<file path="src/rtl/jsfe_pkg.sv">
// ----------------------------------------------------------------------------
// jsfe_pkg - shared definitions for the JSON string field extractor
// Constants, parse phase codes, register indexes and the result item type.
// ----------------------------------------------------------------------------
package jsfe_pkg;

   localparam int MAX_KEY_BYTES   = 8;
   localparam int KEY_CHARS_WIDTH = 64;
   localparam int KEY_LEN_WIDTH   = 4;
   localparam int CAPACITY_WIDTH  = 16;
   localparam int CSR_INDEX_WIDTH = 2;

   // register indexes
   localparam logic [CSR_INDEX_WIDTH-1:0] CSR_KEY_CHARS  = 2'd0;
   localparam logic [CSR_INDEX_WIDTH-1:0] CSR_KEY_LENGTH = 2'd1;
   localparam logic [CSR_INDEX_WIDTH-1:0] CSR_CAPACITY   = 2'd2;

   // characters
   localparam logic [7:0] CHAR_NUL       = 8'h00;
   localparam logic [7:0] CHAR_QUOTE     = 8'h22;
   localparam logic [7:0] CHAR_COLON     = 8'h3A;
   localparam logic [7:0] CHAR_BACKSLASH = 8'h5C;
   localparam logic [7:0] CHAR_SPACE     = 8'h20;
   localparam logic [7:0] CHAR_TAB       = 8'h09;
   localparam logic [7:0] CHAR_LF        = 8'h0A;
   localparam logic [7:0] CHAR_CR        = 8'h0D;
   localparam logic [7:0] CHAR_LOWER_N   = 8'h6E;
   localparam logic [7:0] CHAR_LOWER_R   = 8'h72;
   localparam logic [7:0] CHAR_LOWER_T   = 8'h74;

   typedef enum logic [2:0] {
      PH_SEARCH       = 3'd0,
      PH_BEFORE_COLON = 3'd1,
      PH_BEFORE_QUOTE = 3'd2,
      PH_VALUE        = 3'd3,
      PH_ESCAPE       = 3'd4,
      PH_IDLE         = 3'd5
   } phase_type;

   typedef struct packed {
      logic [7:0]                value_byte;
      logic                      value_valid;
      logic                      line_done;
      logic                      success;
      logic [CAPACITY_WIDTH-1:0] value_length;
   } rsp_type;

endpackage

</file>
<file path="src/rtl/jsfe_req_if.sv">
// ----------------------------------------------------------------------------
// jsfe_req_if - input byte channel
// One text byte per item, with a flag on the last byte of the line.
// ----------------------------------------------------------------------------
interface jsfe_req_if;
   logic       valid;
   logic       ready;
   logic [7:0] line_byte;
   logic       line_end;

   modport source (output valid, output line_byte, output line_end, input ready);
   modport sink   (input valid, input line_byte, input line_end, output ready);
endinterface

</file>
<file path="src/rtl/jsfe_rsp_if.sv">
// ----------------------------------------------------------------------------
// jsfe_rsp_if - result channel
// One result item per input byte: decoded value byte and line summary.
// ----------------------------------------------------------------------------
interface jsfe_rsp_if;
   logic                                 valid;
   logic                                 ready;
   logic [7:0]                           value_byte;
   logic                                 value_valid;
   logic                                 line_done;
   logic                                 success;
   logic [jsfe_pkg::CAPACITY_WIDTH-1:0]  value_length;

   modport source (output valid, output value_byte, output value_valid,
                   output line_done, output success, output value_length,
                   input ready);
   modport sink   (input valid, input value_byte, input value_valid,
                   input line_done, input success, input value_length,
                   output ready);
endinterface

</file>
<file path="src/rtl/jsfe_csr_if.sv">
// ----------------------------------------------------------------------------
// jsfe_csr_if - configuration write channel
// Register index and write data, accepted on valid and ready.
// ----------------------------------------------------------------------------
interface jsfe_csr_if;
   logic                                  valid;
   logic                                  ready;
   logic [jsfe_pkg::CSR_INDEX_WIDTH-1:0]  index;
   logic [jsfe_pkg::KEY_CHARS_WIDTH-1:0]  data;

   modport source (output valid, output index, output data, input ready);
   modport sink   (input valid, input index, input data, output ready);
endinterface

</file>
<file path="src/rtl/json_string_field_extractor.sv">
// ----------------------------------------------------------------------------
// json_string_field_extractor - pull one quoted string value out of a line
// Finds "key" in a byte stream, checks the colon and opening quote, then
// emits the decoded value bytes, one result item per input byte.
// ----------------------------------------------------------------------------
//
//   channel  | role    | payload
//   ---------+---------+-----------------------------------------------------
//   req_ch   | sink    | line_byte[7:0], line_end
//   rsp_ch   | source  | value_byte[7:0], value_valid, line_done, success,
//            |         | value_length[15:0]
//   csr_ch   | sink    | index[1:0] (0 key_chars, 1 key_length, 2 capacity),
//            |         | data[63:0]; always ready
//
// One item per cycle while req_ch is ready: the window compare and the phase
// update run in the cycle an item is accepted, and the result is registered
// in the output register, or in the skid entry while rsp_ch stalls.
// Synchronous active-high reset clears phase, counts and config registers.
// A stalled result is held in a one-entry skid stage; req_ch drops ready
// only while that skid entry is full.

module json_string_field_extractor #(
   parameter int MAX_KEY_BYTES = jsfe_pkg::MAX_KEY_BYTES
) (
   input  logic            clock,
   input  logic            reset,
   jsfe_req_if.sink        req_ch,
   jsfe_rsp_if.source      rsp_ch,
   jsfe_csr_if.sink        csr_ch
);

   localparam int DEPTH  = MAX_KEY_BYTES + 2;
   localparam int FILL_W = $clog2(DEPTH + 1);
   localparam int CAP_W  = jsfe_pkg::CAPACITY_WIDTH;

   // configuration
   logic [jsfe_pkg::KEY_CHARS_WIDTH-1:0] key_chars_ff;
   logic [jsfe_pkg::KEY_LEN_WIDTH-1:0]   key_length_ff;
   logic [CAP_W-1:0]                     capacity_ff;

   // per-line parse state
   jsfe_pkg::phase_type      phase_ff, phase_in;
   logic [DEPTH-1:0][7:0]    window_ff, window_in, window_shift;
   logic [FILL_W-1:0]        fill_ff, fill_in, fill_shift;
   logic [CAP_W-1:0]         kept_ff, kept_in;

   logic              accept;
   logic              req_ready;
   logic              key_hit;
   logic              want_emit;
   logic              emit;
   logic [7:0]        emit_byte;
   logic [7:0]        c;
   logic              is_space;
   jsfe_pkg::rsp_type result;

   assign csr_ch.ready = 1'b1;
   assign req_ch.ready = req_ready;
   assign accept       = req_ch.valid && req_ready;
   assign c            = req_ch.line_byte;

   // register writes; unknown indexes are dropped
   always_ff @(posedge clock) begin
      if (reset) begin
         key_chars_ff  <= '0;
         key_length_ff <= '0;
         capacity_ff   <= '0;
      end else if (csr_ch.valid) begin
         case (csr_ch.index)
            jsfe_pkg::CSR_KEY_CHARS:  key_chars_ff  <= csr_ch.data;
            jsfe_pkg::CSR_KEY_LENGTH: key_length_ff <=
               csr_ch.data[jsfe_pkg::KEY_LEN_WIDTH-1:0];
            jsfe_pkg::CSR_CAPACITY:   capacity_ff   <= csr_ch.data[CAP_W-1:0];
            default: ;
         endcase
      end
   end

   // shift the new byte into the window, newest at lane zero
   always_comb begin
      window_shift[0] = c;
      for (int i = 1; i < DEPTH; i++) begin
         window_shift[i] = window_ff[i-1];
      end
      if (int'(fill_ff) < DEPTH) begin
         fill_shift = fill_ff + FILL_W'(1);
      end else begin
         fill_shift = fill_ff;
      end
   end

   jsfe_key_match #(
      .MAX_KEY_BYTES (MAX_KEY_BYTES),
      .DEPTH         (DEPTH),
      .FILL_W        (FILL_W)
   ) u_key_match (
      .window     (window_shift),
      .fill       (fill_shift),
      .key_chars  (key_chars_ff),
      .key_length (key_length_ff),
      .match      (key_hit)
   );

   assign is_space = (c == jsfe_pkg::CHAR_SPACE) ||
                     ((c >= jsfe_pkg::CHAR_TAB) && (c <= jsfe_pkg::CHAR_CR));

   // phase update and value decode for the byte at the input
   always_comb begin
      phase_in  = phase_ff;
      window_in = window_ff;
      fill_in   = fill_ff;
      want_emit = 1'b0;
      emit_byte = c;
      case (phase_ff)
         jsfe_pkg::PH_SEARCH: begin
            if (c == jsfe_pkg::CHAR_NUL) begin
               phase_in = jsfe_pkg::PH_IDLE;
            end else begin
               window_in = window_shift;
               fill_in   = fill_shift;
               if (key_hit) begin
                  phase_in = jsfe_pkg::PH_BEFORE_COLON;
               end
            end
         end
         jsfe_pkg::PH_BEFORE_COLON: begin
            if (c == jsfe_pkg::CHAR_COLON) begin
               phase_in = jsfe_pkg::PH_BEFORE_QUOTE;
            end else if (!is_space) begin
               phase_in = jsfe_pkg::PH_IDLE;
            end
         end
         jsfe_pkg::PH_BEFORE_QUOTE: begin
            if (c == jsfe_pkg::CHAR_QUOTE) begin
               phase_in = jsfe_pkg::PH_VALUE;
            end else if (!is_space) begin
               phase_in = jsfe_pkg::PH_IDLE;
            end
         end
         jsfe_pkg::PH_VALUE: begin
            if ((c == jsfe_pkg::CHAR_NUL) || (c == jsfe_pkg::CHAR_QUOTE)) begin
               phase_in = jsfe_pkg::PH_IDLE;
            end else if (c == jsfe_pkg::CHAR_BACKSLASH) begin
               phase_in = jsfe_pkg::PH_ESCAPE;
            end else begin
               want_emit = 1'b1;
            end
         end
         jsfe_pkg::PH_ESCAPE: begin
            if (c == jsfe_pkg::CHAR_NUL) begin
               phase_in = jsfe_pkg::PH_IDLE;
            end else begin
               phase_in  = jsfe_pkg::PH_VALUE;
               want_emit = 1'b1;
               if (c == jsfe_pkg::CHAR_LOWER_N) begin
                  emit_byte = jsfe_pkg::CHAR_LF;
               end else if (c == jsfe_pkg::CHAR_LOWER_R) begin
                  emit_byte = jsfe_pkg::CHAR_CR;
               end else if (c == jsfe_pkg::CHAR_LOWER_T) begin
                  emit_byte = jsfe_pkg::CHAR_TAB;
               end
            end
         end
         default: ;
      endcase

      // keep the byte only while room is left for the terminator
      emit    = want_emit &&
                (({1'b0, kept_ff} + (CAP_W+1)'(1)) < {1'b0, capacity_ff});
      kept_in = emit ? kept_ff + CAP_W'(1) : kept_ff;

      result.value_byte   = emit ? emit_byte : 8'd0;
      result.value_valid  = emit;
      result.line_done    = req_ch.line_end;
      result.success      = req_ch.line_end && (kept_in != '0);
      result.value_length = req_ch.line_end ? kept_in : '0;
   end

   // advance the parse state on each accepted byte; clear it at line end
   always_ff @(posedge clock) begin
      if (reset) begin
         phase_ff <= jsfe_pkg::PH_SEARCH;
         fill_ff  <= '0;
         kept_ff  <= '0;
      end else if (accept) begin
         if (req_ch.line_end) begin
            phase_ff <= jsfe_pkg::PH_SEARCH;
            fill_ff  <= '0;
            kept_ff  <= '0;
         end else begin
            phase_ff <= phase_in;
            fill_ff  <= fill_in;
            kept_ff  <= kept_in;
         end
      end
   end

   // window lanes above the fill count are never compared
   always_ff @(posedge clock) begin
      if (accept) begin
         window_ff <= window_in;
      end
   end

   jsfe_out_skid u_out_skid (
      .clock     (clock),
      .reset     (reset),
      .in_valid  (accept),
      .in_ready  (req_ready),
      .in_data   (result),
      .out_valid (rsp_ch.valid),
      .out_ready (rsp_ch.ready),
      .out_data  ({rsp_ch.value_byte, rsp_ch.value_valid, rsp_ch.line_done,
                   rsp_ch.success, rsp_ch.value_length})
   );

endmodule

</file>
<file path="src/rtl/jsfe_key_match.sv">
// ----------------------------------------------------------------------------
// jsfe_key_match - quoted key compare against the byte window
// Flags when the newest bytes of the window spell "key" in double quotes.
// ----------------------------------------------------------------------------
module jsfe_key_match #(
   parameter int MAX_KEY_BYTES = jsfe_pkg::MAX_KEY_BYTES,
   parameter int DEPTH         = MAX_KEY_BYTES + 2,
   parameter int FILL_W        = $clog2(DEPTH + 1)
) (
   input  logic [DEPTH-1:0][7:0]                   window,
   input  logic [FILL_W-1:0]                       fill,
   input  logic [jsfe_pkg::KEY_CHARS_WIDTH-1:0]    key_chars,
   input  logic [jsfe_pkg::KEY_LEN_WIDTH-1:0]      key_length,
   output logic                                    match
);

   localparam int KLEN_W = $clog2(MAX_KEY_BYTES + 1);

   logic [KLEN_W-1:0]        klen_clamp;
   logic [KLEN_W-1:0]        klen_eff;
   logic                     zero_found;
   logic [MAX_KEY_BYTES:0]   cand_match;

   // clamp the length, then cut the key at its first zero byte
   always_comb begin
      if (key_length > jsfe_pkg::KEY_LEN_WIDTH'(MAX_KEY_BYTES)) begin
         klen_clamp = KLEN_W'(MAX_KEY_BYTES);
      end else begin
         klen_clamp = KLEN_W'(key_length);
      end
      klen_eff   = klen_clamp;
      zero_found = 1'b0;
      for (int i = 0; i < MAX_KEY_BYTES; i++) begin
         if (!zero_found && (i < int'(klen_clamp)) &&
             (key_chars[8*i +: 8] == jsfe_pkg::CHAR_NUL)) begin
            klen_eff   = KLEN_W'(i);
            zero_found = 1'b1;
         end
      end
   end

   // one candidate compare per possible key length; window[0] is newest
   for (genvar k = 0; k <= MAX_KEY_BYTES; k++) begin : g_cand
      always_comb begin
         cand_match[k] = (window[0] == jsfe_pkg::CHAR_QUOTE) &&
                         (window[k+1] == jsfe_pkg::CHAR_QUOTE) &&
                         (int'(fill) >= k + 2);
         for (int j = 1; j <= k; j++) begin
            if (window[k+1-j] != key_chars[8*(j-1) +: 8]) begin
               cand_match[k] = 1'b0;
            end
         end
      end
   end

   assign match = cand_match[klen_eff];

endmodule

</file>
<file path="src/rtl/jsfe_out_skid.sv">
// ----------------------------------------------------------------------------
// jsfe_out_skid - result register with skid stage
// Holds a stalled result in the skid stage; input stops while it is full.
// ----------------------------------------------------------------------------
module jsfe_out_skid (
   input  logic              clock,
   input  logic              reset,
   input  logic              in_valid,
   output logic              in_ready,
   input  jsfe_pkg::rsp_type in_data,
   output logic              out_valid,
   input  logic              out_ready,
   output jsfe_pkg::rsp_type out_data
);

   logic              out_valid_ff;
   logic              skid_valid_ff;
   jsfe_pkg::rsp_type out_data_ff;
   jsfe_pkg::rsp_type skid_data_ff;

   assign in_ready  = !skid_valid_ff;
   assign out_valid = out_valid_ff;
   assign out_data  = out_data_ff;

   always_ff @(posedge clock) begin
      if (reset) begin
         out_valid_ff  <= 1'b0;
         skid_valid_ff <= 1'b0;
      end else if (out_ready || !out_valid_ff) begin
         if (skid_valid_ff) begin
            out_valid_ff  <= 1'b1;
            skid_valid_ff <= 1'b0;
         end else begin
            out_valid_ff  <= in_valid;
         end
      end else if (in_valid && !skid_valid_ff) begin
         skid_valid_ff <= 1'b1;
      end
   end

   always_ff @(posedge clock) begin
      if (out_ready || !out_valid_ff) begin
         if (skid_valid_ff) begin
            out_data_ff <= skid_data_ff;
         end else begin
            out_data_ff <= in_data;
         end
      end else if (in_valid && !skid_valid_ff) begin
         skid_data_ff <= in_data;
      end
   end

endmodule
</file>
<file path="src/flat_wrapper.sv">
// flat-port wrapper written by rule: the top's interface ports become plain ports
module json_string_field_extractor_flat 
#(
   parameter int MAX_KEY_BYTES = jsfe_pkg::MAX_KEY_BYTES
)
  (clock, reset, req_ch_valid, req_ch_line_byte, req_ch_line_end, req_ch_ready, rsp_ch_valid, rsp_ch_value_byte, rsp_ch_value_valid, rsp_ch_line_done, rsp_ch_success, rsp_ch_value_length, rsp_ch_ready, csr_ch_valid, csr_ch_index, csr_ch_data, csr_ch_ready);
  jsfe_req_if req_ch_i ();
  jsfe_rsp_if rsp_ch_i ();
  jsfe_csr_if csr_ch_i ();
  input  logic clock;
  input  logic reset;
  input wire logic [$bits(req_ch_i.valid)-1:0] req_ch_valid;
  input wire logic [$bits(req_ch_i.line_byte)-1:0] req_ch_line_byte;
  input wire logic [$bits(req_ch_i.line_end)-1:0] req_ch_line_end;
  output wire logic [$bits(req_ch_i.ready)-1:0] req_ch_ready;
  output wire logic [$bits(rsp_ch_i.valid)-1:0] rsp_ch_valid;
  output wire logic [$bits(rsp_ch_i.value_byte)-1:0] rsp_ch_value_byte;
  output wire logic [$bits(rsp_ch_i.value_valid)-1:0] rsp_ch_value_valid;
  output wire logic [$bits(rsp_ch_i.line_done)-1:0] rsp_ch_line_done;
  output wire logic [$bits(rsp_ch_i.success)-1:0] rsp_ch_success;
  output wire logic [$bits(rsp_ch_i.value_length)-1:0] rsp_ch_value_length;
  input wire logic [$bits(rsp_ch_i.ready)-1:0] rsp_ch_ready;
  input wire logic [$bits(csr_ch_i.valid)-1:0] csr_ch_valid;
  input wire logic [$bits(csr_ch_i.index)-1:0] csr_ch_index;
  input wire logic [$bits(csr_ch_i.data)-1:0] csr_ch_data;
  output wire logic [$bits(csr_ch_i.ready)-1:0] csr_ch_ready;
  assign req_ch_i.valid = req_ch_valid;
  assign req_ch_i.line_byte = req_ch_line_byte;
  assign req_ch_i.line_end = req_ch_line_end;
  assign req_ch_ready = req_ch_i.ready;
  assign rsp_ch_valid = rsp_ch_i.valid;
  assign rsp_ch_value_byte = rsp_ch_i.value_byte;
  assign rsp_ch_value_valid = rsp_ch_i.value_valid;
  assign rsp_ch_line_done = rsp_ch_i.line_done;
  assign rsp_ch_success = rsp_ch_i.success;
  assign rsp_ch_value_length = rsp_ch_i.value_length;
  assign rsp_ch_i.ready = rsp_ch_ready;
  assign csr_ch_i.valid = csr_ch_valid;
  assign csr_ch_i.index = csr_ch_index;
  assign csr_ch_i.data = csr_ch_data;
  assign csr_ch_ready = csr_ch_i.ready;
  json_string_field_extractor #(.MAX_KEY_BYTES(MAX_KEY_BYTES)) u_core (.clock(clock), .reset(reset), .req_ch(req_ch_i), .rsp_ch(rsp_ch_i), .csr_ch(csr_ch_i));
endmodule
</file>
<file path="config.mk">
export PLATFORM = sky130hd
export DESIGN_NAME = json_string_field_extractor_flat
export DESIGN_NICKNAME = d
export VERILOG_FILES = /design/src/rtl/jsfe_pkg.sv /design/src/rtl/jsfe_req_if.sv /design/src/rtl/jsfe_rsp_if.sv /design/src/rtl/jsfe_csr_if.sv /design/src/rtl/json_string_field_extractor.sv /design/src/rtl/jsfe_key_match.sv /design/src/rtl/jsfe_out_skid.sv /design/src/flat_wrapper.sv
export SDC_FILE = /design/constraint.sdc
export NUM_CORES = 1
export LEC_CHECK = 0
export ABC_AREA = 1
export CORE_MARGIN = 2
export CORE_UTILIZATION = 25
export DETAILED_ROUTE_END_ITERATION = 7
export DONT_BUFFER_PORTS = 1
export PLACE_DENSITY = 0.48
export REMOVE_ABC_BUFFERS = 1
export SLEW_MARGIN = 30
export SYNTH_ARGS = -nofsm -noshare
export SYNTH_HDL_FRONTEND = slang
export SYNTH_SLANG_ARGS = --single-unit
</file>
<file path="constraint.sdc">
create_clock -name clock -period 5.35 [get_ports clock]
set_input_delay 0.8025 -clock clock [delete_from_list [all_inputs] [get_ports clock]]
set_output_delay 0.8025 -clock clock [all_outputs]
set_load 0.01 [all_outputs]
</file>
==> results.tsv, run 1 <==
metric	value	unit
ir_drop	153.7	µV
synth_compound_area_frac	0.09859	
yosys.area_share.adder	0.01503	
vias_per_cell	4.837	
power_density	330.1	mW/mm²
drcViolationCount	0	
dieHeight	241.9	µm
path_clk_slew	0.06	ns
tightest_slew	1.049	ns
ff2ff_path_depth	26	
grt_overflow	0	
grt_pass1_wl	78280	µm
core-area	0.05617	mm²
drtPass1Iterations	7	
antenna_found_initial	4	
hold_class	primary input to flop	
n_fill_cell	6147	
hold_violations	0	
synth-xor-area-share	0.1275	
die_w	241.9	µm
status	completed	
relSlewSlack	0.2955	
r2r_setup_slack	1.13	ns
tns	0	ns
drv_cap	0	
multi_input_area	0.007014	mm²
clockBufferDepth	3	
postCtsSetupBuffers	0	
grt_pass1_vias	11800	
ys_ff_latch	235	
min_period_over_period	0.7881	
yosys.area_share.simple	0.2529	
syn_area	0.01415	mm²
clk_latency	0.57	ns
ctsHtreeMaxLevel	1	
period_needed	4.216	ns
synth_edf_count	126	
p_leak	5.980	nW
grt_max_degree	70	
critPathLaunchType	flop	
synth_warnings	0	
worstPathRequired	5.66	ns
hold_end	u_core.kept_ff[5]$_SDFFE_PP0P_	
final.setup_skew	0.01700	ns
cts_resized	0	
slowest_delay	0.40	ns
grt_setup_unrepaired	no	
routed_wirelength	52710	µm
dr_total_vias	12320	
synth_cell_types	47	
max_freq	0.2372	GHz
tritoncts	yes	
ys_seq_area_frac	0.4216	
setup_viol	0	
synth.avg_cell_area	7.682	µm²
gp_congestion	0.9457	
initialDrtViolationCount	1079	
min_from	reset	
cp-end-kind	flop	
wl_per_cell	20.70	µm
final-seq-area	0.005966	mm²
slew_viol_final	0	
grt_usage	0.1756	
clkSinkCount	235	
hold_depth	1	
cpMaxStageDelayCell	dfxtp_1	
drtAntennaViolNets	0	
die-area	0.05852	mm²
drive_gt1_frac	0.05092	
nets	1864	
hold_ws	0.3146	ns
crit_fanout	34	
crit_top_cell	nand2_1	
areaGrowthSynthToFinish	10.31	%
netlist_instances	1842	
io_pins	110	
worstSetupPathType	flop to flop	
fin_area	0.01561	mm²
initial_core_util	0.2519	
root_buffer	clkbuf_16	
async_flop_share	0	
port_buffers	0	
row_count	87	
cts_hold_buffers	0	
hpwlAfterDp	39780	µm
synthMuxAreaShare	0	
synth_top_family_by_area	simple AND/OR/NAND/NOR gates	
ys.flop_type	edfxtp_1	
numCtsBuffers	26	
arrival	4.53	ns
r2r-start	u_core.kept_ff[0]$_SDFFE_PP0P_	
placed_area	0.01470	mm²
r2r_end	u_core.u_out_skid.out_data[16]$_DFFE_PP_	
power by group:
group          internal, mW  switching [mW]
Clock                  1.08           0.791
Combinational         0.324           0.542
Sequential             2.09           0.322
Total                  3.50            1.65
layout by cell type, fill, tap and decap left out, types with 8 or more instances in the layout:
cell type	count
nand2_1	352
dfxtp_1	109
ha_1	17
or2_2	9
edfxtp_1	126
buf_4	11
clkbuf_16	27
xor2_1	81
nor2_1	238
inv_1	176
o21ai_0	107
nor3_1	46
nand3_1	65
nand4_1	71
o22ai_1	15
a21oi_1	114
xnor2_1	125
o21ai_1	8
nor4_1	13
stage by stage:
stage	util	worst slack [ns]	total power, mW	cells
after global routing	0.2778	0.7455	5.373	2543
after floorplan	-	0.1012	2.935	1727
after global placement	0.2616	1.306	3.293	2495
final	0.2779	1.134	5.152	2546
after CTS	0.2777	1.155	5.188	2543
after detailed placement	0.2617	1.181	3.301	2495
cell type report:
class | instances | share of cell area
multi-input cells | 1310 | 0.4494
diodes | 3 | 0.0004810
flip-flops and latches | 235 | 0.3822
clock buffers | 34 | 0.04754
inverters | 182 | 0.04385
repair buffers | 12 | 0.006012
well taps | 756 | 0.06060
clock inverters | 14 | 0.009940
worst max path at each step:
stage	cells past startpoint	end	startpoint
5_1_grt	26	u_core.u_out_skid.out_data[16]$_DFFE_PP_	u_core.kept_ff[0]$_SDFFE_PP0P_
6_report	26	u_core.u_out_skid.out_data[16]$_DFFE_PP_	u_core.kept_ff[0]$_SDFFE_PP0P_
3_3_place_gp	26	u_core.u_out_skid.out_data[16]$_DFFE_PP_	u_core.kept_ff[0]$_SDFFE_PP0P_
2_1_floorplan	6	u_core.fill_ff[3]$_SDFFE_PP0P_	req_ch_valid
4_1_cts	26	u_core.u_out_skid.out_data[16]$_DFFE_PP_	u_core.kept_ff[0]$_SDFFE_PP0P_
3_5_place_dp	26	u_core.u_out_skid.out_data[16]$_DFFE_PP_	u_core.kept_ff[0]$_SDFFE_PP0P_
routing by layer:
metal | global-route usage | part of all wire | vias up
li1 | - | - | 5885
met1 | 0.2415 | 0.45 | 5928
met2 | 0.2782 | 0.44 | 430
met3 | 0.03567 | 0.081 | 73
met4 | 0.05029 | 0.025 | 0
met5 | 0 | 0 | -
flip-flops by register name, indices dropped and copies added, names as in the netlist:
signal,flops
u_core.window_ff,72
u_core.u_out_skid.skid_data_ff,27
u_core.kept_ff,16
u_core.u_out_skid.skid_valid_ff,1
u_core.phase_ff,3
u_core.key_length_ff,4
u_core.capacity_ff,16
u_core.u_out_skid.out_valid,1
u_core.u_out_skid.out_data,27
u_core.key_chars_ff,64
u_core.fill_ff,4
logic make-up after synthesis:
group | count (synthesis)
XOR/XNOR | 206
buffers and inverters | 297
AND/OR/NAND/NOR | 822
AO/OA/AOI/OAI | 264
adder cells (fa/ha/maj) | 17
flip-flops | 235
other | 1
cell usage after synthesis, types with 15 or more instances:
cell type  count  area share
nand2_1      352       0.093
nor2_1       240       0.064
inv_1        178       0.047
edfxtp_1     126        0.27
xnor2_1      125       0.077
a21oi_1      114       0.040
dfxtp_1      109        0.15
o21ai_0      107       0.038
xor2_1        81       0.050
clkbuf_1      77       0.020
nand4_1       71       0.031
nand3_1       66       0.023
nor3_1        47       0.017
buf_2         27      0.0095
ha_1          17       0.015
o22ai_1       15      0.0066
worst max-delay path, delay by kind of cell (launching register included):
| kind | cells | cell delay, ns |
|---|---|---|
| AOI/OAI and AO/OA | 3 | 0.38 |
| adders and majority gates | 2 | 0.51 |
| DFF | 1 | 0.40 |
| buffers and inverters | 2 | 0.13 |
| and+or+nand+nor | 18 | 2.36 |
| xor gates and xnor gates | 1 | 0.20 |
Note: power is estimated with default switching activity, not from simulation.
==> run 2: changes to the inputs <==
--- a/config.mk
+++ b/config.mk
@@ -10,7 +10,7 @@
 export CORE_UTILIZATION = 25
 export DETAILED_ROUTE_END_ITERATION = 7
 export DONT_BUFFER_PORTS = 1
-export PLACE_DENSITY = 0.48
+export PLACE_DENSITY = 0.46
 export REMOVE_ABC_BUFFERS = 1
 export SLEW_MARGIN = 30
 export SYNTH_ARGS = -nofsm -noshare
==> constraint.sdc (replaced) <==
create_clock -name clock -period 4.2 [get_ports clock]
set_input_delay 0.63 -clock clock [delete_from_list [all_inputs] [get_ports clock]]
set_output_delay 0.63 -clock clock [all_outputs]
set_load 0.01 [all_outputs]
==> run 2 against run 1 <==
Effect of this change: flip-flop and latch count did not move; clock skew rose by 0.014 ns; via count rose by 1.2%; global-route usage rose by 0.38 points; maximum frequency rose by 7.6%; largest cell class unchanged; first-iteration DRC count fell by 10%.
==> results.tsv, run 2 (synthesis results as in run 1) <==
metric	value	unit	change
largestRegisters	u_core.window_ff: 72 flops, u_core.key_chars_ff: 64 flops		
power_density	417.9	mW/mm²	+27%
slowest_delay	0.36	ns	-0.04 ns
hold_class	primary input to flop		
grt_pass1_wl	79540	µm	+1.6%
crit_fanout	7		-79%
status	completed		
nets	1888		+1.3%
wl_per_cell	21.08	µm	+1.8%
io_pins	110		unchanged
gp_congestion	0.9530		+0.77%
clockBufferDepth	3		unchanged
final.setup_skew	0.03106	ns	+0.01406 ns
min_period_over_period	0.9329		+0.1448
tightest_slew	0.8905	ns	-0.1582 ns
final_common_cell	nand2_1		
areaGrowthSynthToFinish	11.80	%	
grt_max_degree	73		+4.3%
largest_register_ffs	72		unchanged
cp-end-kind	flop		
numCtsBuffers	27		+3.8%
die-area	0.05852	mm²	unchanged
port_buffers	0		unchanged
path_clk_slew	0.06	ns	about the same
tritoncts	yes		
antenna_found_initial	3		-1
hold_ws	0.1366	ns	-0.1780 ns
dieHeight	241.9	µm	unchanged
path_cells	ha_1 > and3_2 > nand2_2 > nor2_2 > nand2_2 > nor2_4 > inv_1 > nor2_2 > nand3_2 > xor2_2 > inv_1 > ha_1 > a21oi_1 > o21ai_0 > nand4_1 > nand3_2 > nor2_4 > nand3_2 > o21ai_1 > nand3_1 > nor2_4 > nand2_1 > nand3_1 > nand2_1		
ir_drop	258.3	µV	+68%
slew_viol_final	0		unchanged
grt_usage	0.1793		+0.003750
critPathBufInv	2		unchanged
drtPass1Iterations	7		unchanged
worstSetupPathType	flop to flop		
mostFrequentLayoutCells	352 x nand2_1, 235 x nor2_1, 176 x inv_1, 126 x edfxtp_1, 125 x xnor2_1		
drv_cap	0		unchanged
row_count	87		unchanged
fin_util	0.2816		+0.003742
critPathLaunchType	flop		
initial_core_util	0.2519		unchanged
max_freq	0.2552	GHz	+7.6%
drive_gt1_frac	0.06291		+0.01199
top_register	u_core.window_ff		
p_leak	6.079	nW	+1.6%
drtAntennaViolNets	0		unchanged
root_buffer	clkbuf_16		
placed_area	0.01483	mm²	+0.87%
arrival	4.23	ns	-0.30 ns
setup_viol	0		unchanged
fin_area	0.01582	mm²	+1.3%
drcViolationCount	0		unchanged
clk_latency	0.58	ns	about the same
power	6.611	mW	+28%
clkSinkCount	235		unchanged
layout.cells.non_filler	2570		+0.94%
die_w	241.9	µm	unchanged
dp_cells	2511		+0.64%
cpLargestDelayFamily	simple AND/OR/NAND/NOR gates		
grt_pass1_vias	12070		+2.3%
cts_hold_buffers	0		unchanged
cpMaxStageDelayCell	dfxtp_2		
hold_violations	0		unchanged
ctsHtreeMaxLevel	1		unchanged
dr_total_vias	12460		+1.2%
grt_overflow	0		unchanged
routed_wirelength	54170	µm	+2.8%
initialDrtViolationCount	968		-10%
relSlewSlack	0.4008		+0.1053
core-area	0.05617	mm²	unchanged
vias_per_cell	4.847		+0.21%
worstPathRequired	4.51	ns	-1.15 ns
period_needed	3.918	ns	-0.2981 ns
hpwlAfterDp	40150	µm	+0.92%
-- run 2: cell types whose count changed in the layout (fill, tap and decap cells not counted), moves of 3 or more --
cell	change
buf_4	+20
clkbuf_1	+5
clkinv_1	+4
clkinv_4	-3
nand3_2	+3
nor2_1	-3
-- run 2: layer usage --
layer  GRT usage  part of all wire  wire length (µm)  vias to the layer above
li1            -                 -                 -                     5929
met5           0                 0                 0                        -
met2      0.2863              0.44             24060                      417
met4     0.05174             0.028              1499                        0
met3     0.03656             0.074              3989                       90
met1      0.2447              0.45             24620                     6022
-- run 2: where the power goes --
group	switching [mW]	internal, mW
Combinational	0.745	0.443
Clock	1.00	1.37
Sequential	0.393	2.66
Total	2.14	4.47
-- run 2: final timing paths --
kind | startpoint | end | slack (ns) | cells past startpoint
hold reg to reg | u_core.capacity_ff[6]$_SDFFE_PP0P_ | u_core.capacity_ff[6]$_SDFFE_PP0P_ | 0.46 | 2
hold / removal | reset | u_core.kept_ff[9]$_SDFFE_PP0P_ | 0.14 | 1
setup / recovery | u_core.kept_ff[0]$_SDFFE_PP0P_ | u_core.u_out_skid.out_data[16]$_DFFE_PP_ | 0.28 | 24
setup reg to reg | u_core.kept_ff[0]$_SDFFE_PP0P_ | u_core.u_out_skid.out_data[16]$_DFFE_PP_ | 0.28 | 24
-- run 2: area by class of cell --
class,count,area [µm²]
fill,6211,40350
inverter,182,684.4
clock inverter,12,130.1
sequential,235,5968
clock buffer,38,747.0
antenna,2,5.005
timing repair buffer,32,252.7
multi-input combinational,1313,7086
tap,756,945.9
-- run 2: repair_timing --
action / 4_1_cts / 5_1_grt
resized for setup: 0 / 10
setup buffers: 0 / 4
endpoints found under the setup margin: 0 / 15
-- run 2: stage by stage --
stage / setup slack [ns] / setup TNS (ns)
floorplan: -0.8763 / -49.78
global placement: 0.2026 / 0
detailed placement: 0.1386 / 0
CTS: 0.1148 / 0
global route: -0.02926 / -0.02926
finish: 0.2817 / 0
